## src/rtl/fcc_pkg.sv

```systemverilog
// ----------------------------------------------------------------------------
// fcc_pkg
// shared types and constants of the fat chain consistency checker
// ----------------------------------------------------------------------------
package fcc_pkg;

  localparam int unsigned FatDepthDef = 4096;
  localparam int unsigned MaxFilesDef = 32;

  // field widths
  localparam int unsigned ReqW   = 2;
  localparam int unsigned EntryW = 12;
  localparam int unsigned LinkW  = 13;
  localparam int unsigned BytesW = 31;
  localparam int unsigned FnumW  = 5;
  localparam int unsigned FreeW  = 13;
  localparam int unsigned BsW    = 11;
  localparam int unsigned FatSzW = 13;
  localparam int unsigned CfgIdxW = 1;
  localparam int unsigned CfgDatW = 13;
  localparam int unsigned InDataW  = 72;
  localparam int unsigned OutDataW = 24;

  // request kinds
  localparam logic [ReqW-1:0] ReqLoad   = 2'd0;
  localparam logic [ReqW-1:0] ReqAppend = 2'd1;
  localparam logic [ReqW-1:0] ReqCheck  = 2'd2;

  // configuration register indexes
  localparam logic [CfgIdxW-1:0] RegBlockSize = 1'd0;
  localparam logic [CfgIdxW-1:0] RegFatSize   = 1'd1;

  localparam logic [BsW-1:0]    BlockSizeRst = 11'd512;
  localparam logic [FatSzW-1:0] FatSizeRst   = 13'd4096;

  typedef enum logic [3:0] {
    StIdle,
    StClear,
    StFileSel,
    StFileLoad,
    StIssue,
    StEval,
    StFileEnd,
    StEmit,
    StSummary
  } state_e;

  typedef struct packed {
    logic chk_start;
    logic clr_step;
    logic file_rd;
    logic chain_init;
    logic walk_rd;
    logic walk_eval;
    logic file_end;
    logic emit_init;
    logic emit_file;
    logic emit_sum;
  } cmd_t;

  typedef struct packed {
    logic clr_done;
    logic files_done;
    logic cur_ok;
    logic hit_loop;
    logic out_free;
  } status_t;

endpackage

```

## src/rtl/fcc_ctrl.sv

```systemverilog
// ----------------------------------------------------------------------------
// fcc_ctrl
// sequencer: clear pass, per-file chain walk, result emission
// ----------------------------------------------------------------------------
module fcc_ctrl import fcc_pkg::*; (
  input  logic            clk_i,
  input  logic            rst_ni,
  input  logic            in_fire_i,
  input  logic [ReqW-1:0] in_req_i,
  input  status_t         status_i,
  output logic            in_ready_o,
  output cmd_t            cmd_o,
  output state_e          state_o
);

  state_e state_q, state_d;

  always_ff @(posedge clk_i or negedge rst_ni) begin
    if (!rst_ni) begin
      state_q <= StIdle;
    end else begin
      state_q <= state_d;
    end
  end

  always_comb begin
    state_d    = state_q;
    cmd_o      = '0;
    in_ready_o = 1'b0;
    unique case (state_q)
      StIdle: begin
        in_ready_o = 1'b1;
        if (in_fire_i && in_req_i == ReqCheck) begin
          cmd_o.chk_start = 1'b1;
          state_d = StClear;
        end
      end
      StClear: begin
        if (status_i.clr_done) begin
          state_d = StFileSel;
        end else begin
          cmd_o.clr_step = 1'b1;
        end
      end
      StFileSel: begin
        if (status_i.files_done) begin
          cmd_o.emit_init = 1'b1;
          state_d = StEmit;
        end else begin
          cmd_o.file_rd = 1'b1;
          state_d = StFileLoad;
        end
      end
      StFileLoad: begin
        cmd_o.chain_init = 1'b1;
        state_d = StIssue;
      end
      StIssue: begin
        if (status_i.cur_ok) begin
          cmd_o.walk_rd = 1'b1;
          state_d = StEval;
        end else begin
          state_d = StFileEnd;
        end
      end
      StEval: begin
        cmd_o.walk_eval = 1'b1;
        state_d = status_i.hit_loop ? StFileEnd : StIssue;
      end
      StFileEnd: begin
        cmd_o.file_end = 1'b1;
        state_d = StFileSel;
      end
      StEmit: begin
        if (status_i.files_done) begin
          state_d = StSummary;
        end else if (status_i.out_free) begin
          cmd_o.emit_file = 1'b1;
        end
      end
      StSummary: begin
        if (status_i.out_free) begin
          cmd_o.emit_sum = 1'b1;
          state_d = StIdle;
        end
      end
      default: state_d = StIdle;
    endcase
  end

  assign state_o = state_q;

endmodule

```

## config.mk

```make
export PLATFORM = sky130hd
export DESIGN_NAME = fcc_ctrl
export DESIGN_NICKNAME = d
export VERILOG_FILES = /design/src/rtl/fcc_pkg.sv /design/src/rtl/fcc_ctrl.sv
export SDC_FILE = /design/constraint.sdc
export NUM_CORES = 1
export LEC_CHECK = 0
export BUFFER_PORTS_ARGS = -buffer_cell sky130_fd_sc_hd__buf_2
export CORE_AREA = 2 2 39 41
export CTS_CLUSTER_SIZE = 24
export DETAILED_ROUTE_END_ITERATION = 12
export DIE_AREA = 0 0 41 43
export SLEW_MARGIN = 20
export SYNTH_ARGS = -nofsm -noshare
export SYNTH_HDL_FRONTEND = slang
export SYNTH_SLANG_ARGS = --single-unit
```

## constraint.sdc

```tcl
create_clock -name clk_i -period 2.72 [get_ports clk_i]
set_input_delay 0.136 -clock clk_i [delete_from_list [all_inputs] [get_ports clk_i]]
set_output_delay 0.136 -clock clk_i [all_outputs]
set_load 0.02 [all_outputs]
```

==> flow_summary.ini <==
[finish]
nets = 88
diodes = 0
fin_util = 0.388
design_area_um2 = 537
syn2layout_area_growth_pct = 32.4
fillers = 155
drive_gt1_frac = 0.434
largest_reg_flops = 4

[logic_synthesis]
synth_edf_count = 0
yosys.area.top_type = dfrtp_1
syn_nets = 62
synthCells = 52
syn_area_per_cell_um2 = 7.80
synthArstFlopShare = 1.00
synth_warnings = 0
ys.flop_type = dfrtp_1
synthesis.area_um2 = 405
yosys.cell_types.count = 28
netlist.area_leader.share = 0.247
ys_top_cells_by_area = dfrtp_1 (25%), buf_6 (8.3%), nand2_1 (5.6%)
yosys.cell_count.top_type = nand2_1
seq_area_frac_synth = 0.247
synthTopCellsByCount = nand2_1 (6), nor2_1 (5), dfrtp_1 (4)
synth-seq-cells = 4

[clock_network]
htree_levels = 1
cts_tree = done
numCtsBuffers = 3
root_buffer = clkbuf_4
clkSinkCount = 4
cts_resized = 0
cts_buffer_depth = 2
clk_latency_ns = 0.23
path_clk_slew_ns = 0.04

[outcome]
status = finished, final reports clean

[die]
fp.dieArea_mm2 = 0.00176
die_h_um = 43
floorplan.initialDensity = 0.293
coreArea_mm2 = 0.00138
row_count = 14
ios = 25
die-width_um = 41

[grt]
grt_util_all_layers = 0.133
grt_first_pass_wirelength_mm = 1.52
grt_antenna_before_repair = 0
grt_pass1_vias = 367
grt_max_degree = 15
gr-total-overflow = 0

[sta]
rsz0062_at_grt = false
max_freq_mhz = 598
whs_ns = 0.137
finalCritPeriodShare = 0.615
setup_tns_ns = 0
fin_crit_ns = 1.67
setup_viol = 0
finalHoldViolCount = 0
skew_ns = 0.00403
maxSlewViolCount = 0
relSlewSlack = 0.707
tightestPinTransition_ns = 0.439

[critical_path]
crit_fanout = 14
slowest_stage = dfrtp_1
arrival_ns = 1.54
end_kind = output port
cp-start-kind = register
rr_startpoint = state_o[2]
crit_type = register to output port
crit_chain = nand2b_1 > nor3_1 > and2_1 > buf_2
startpoint = state_o[2]
critPathMaxStageDelay_ns = 0.60
crit_required_ns = 2.58

[detailed_routing]
routed_wire_length_per_instance_um = 11.3
drtPass1Iterations = 4
post-route-drc-count = 0
viasPerCell = 4.91
dr_total_vias = 452
drt_iter0_markers = 6
routed_wl_mm = 1.04
final_antenna_net_count = 0

[worst_hold_path]
worstHoldStart = status_i[0]
worst_hold_path_type = input pin to register

[placement]
place.detailed.hpwl_um = 807
port_buffers = 24
postPlaceCellArea_um2 = 504
place_congestion = 0.729

[pwr]
power_density_mw_per_mm2 = 1120
ir_drop_mv = 0.401
leakagePower_nw = 0.301

[job]
drv_cap = 0
-- where the power goes --
group          internal, mW  switching, mW
combinational         0.153          0.209
sequential           0.0850         0.0846
clock                0.0493         0.0230
-- worst paths after layout --
kind                              end  slack, ns  cells past startpoint
max                          cmd_o[1]       1.05                      4
min in group asynchronous  state_o[2]       0.24                      2
min reg2reg                state_o[2]       0.68                      1
min                        state_o[3]       0.14                      2
max in group asynchronous  state_o[3]       2.36                      2
max reg2reg                state_o[1]       1.46                      3
-- layout make-up --
type                    instances  area [µm²]  share of cell area
clock buffers                   3        22.5              0.0420
inverters                       2        7.51              0.0140
multi-input cells              42         256               0.478
flip-flops and latches          4         100               0.186
well taps                      16        20.0              0.0373
repair buffers                 25         130               0.242
-- cells by family (layout without fill, tap and decap cells) --
| logic type | Yosys count | in the layout | share of synthesized area |
|---|---|---|---|
| simple gates | 31 | 31 | 0.444 |
| compound gates | 11 | 11 | 0.188 |
| flops | 4 | 4 | 0.247 |
| buf+inv | 6 | 30 | 0.120 |
-- layout by cell type (no fill, tap or decap), types with 2 or more instances in the layout --
cell type	n
nor2_1	5
clkbuf_4	3
and2_1	2
inv_1	2
nand2_1	6
dfrtp_1	4
nand2b_1	3
nor3_1	3
and2b_1	2
buf_2	24
o21ai_0	2
nor2b_1	2
and3_1	2
-- routing by layer --
layer,GRT usage,vias up,part of all wire
li1,-,231,-
met1,0.157,201,0.46
met2,0.197,18,0.47
met3,0.0314,2,0.060
met4,0.100,0,0.0077
met5,0,-,0
-- stage by stage --
stage,cells,total power [mW],worst slack (ns)
floorplan,52,0.470,1.20
global placement,88,0.532,1.37
detailed placement,88,0.531,1.30
CTS,92,0.611,1.04
global route,92,0.657,0.904
finish,92,0.604,1.05
-- critical path: cells and delay by family, from the launching register on --
family,cells,cell delay (ns)
simple gates,3,0.55
flops,1,0.60
buf+inv,1,0.16
-- what timing repair did --
| item | CTS | global route |
|---|---|---|
| hold endpoints to repair | 4 | 0 |
| buffers inserted | 0 | 0 |
| endpoints found under the setup margin | 0 | 0 |
| hold buffers | 1 | 0 |
No activity file was read; power rests on OpenSTA's default activity.
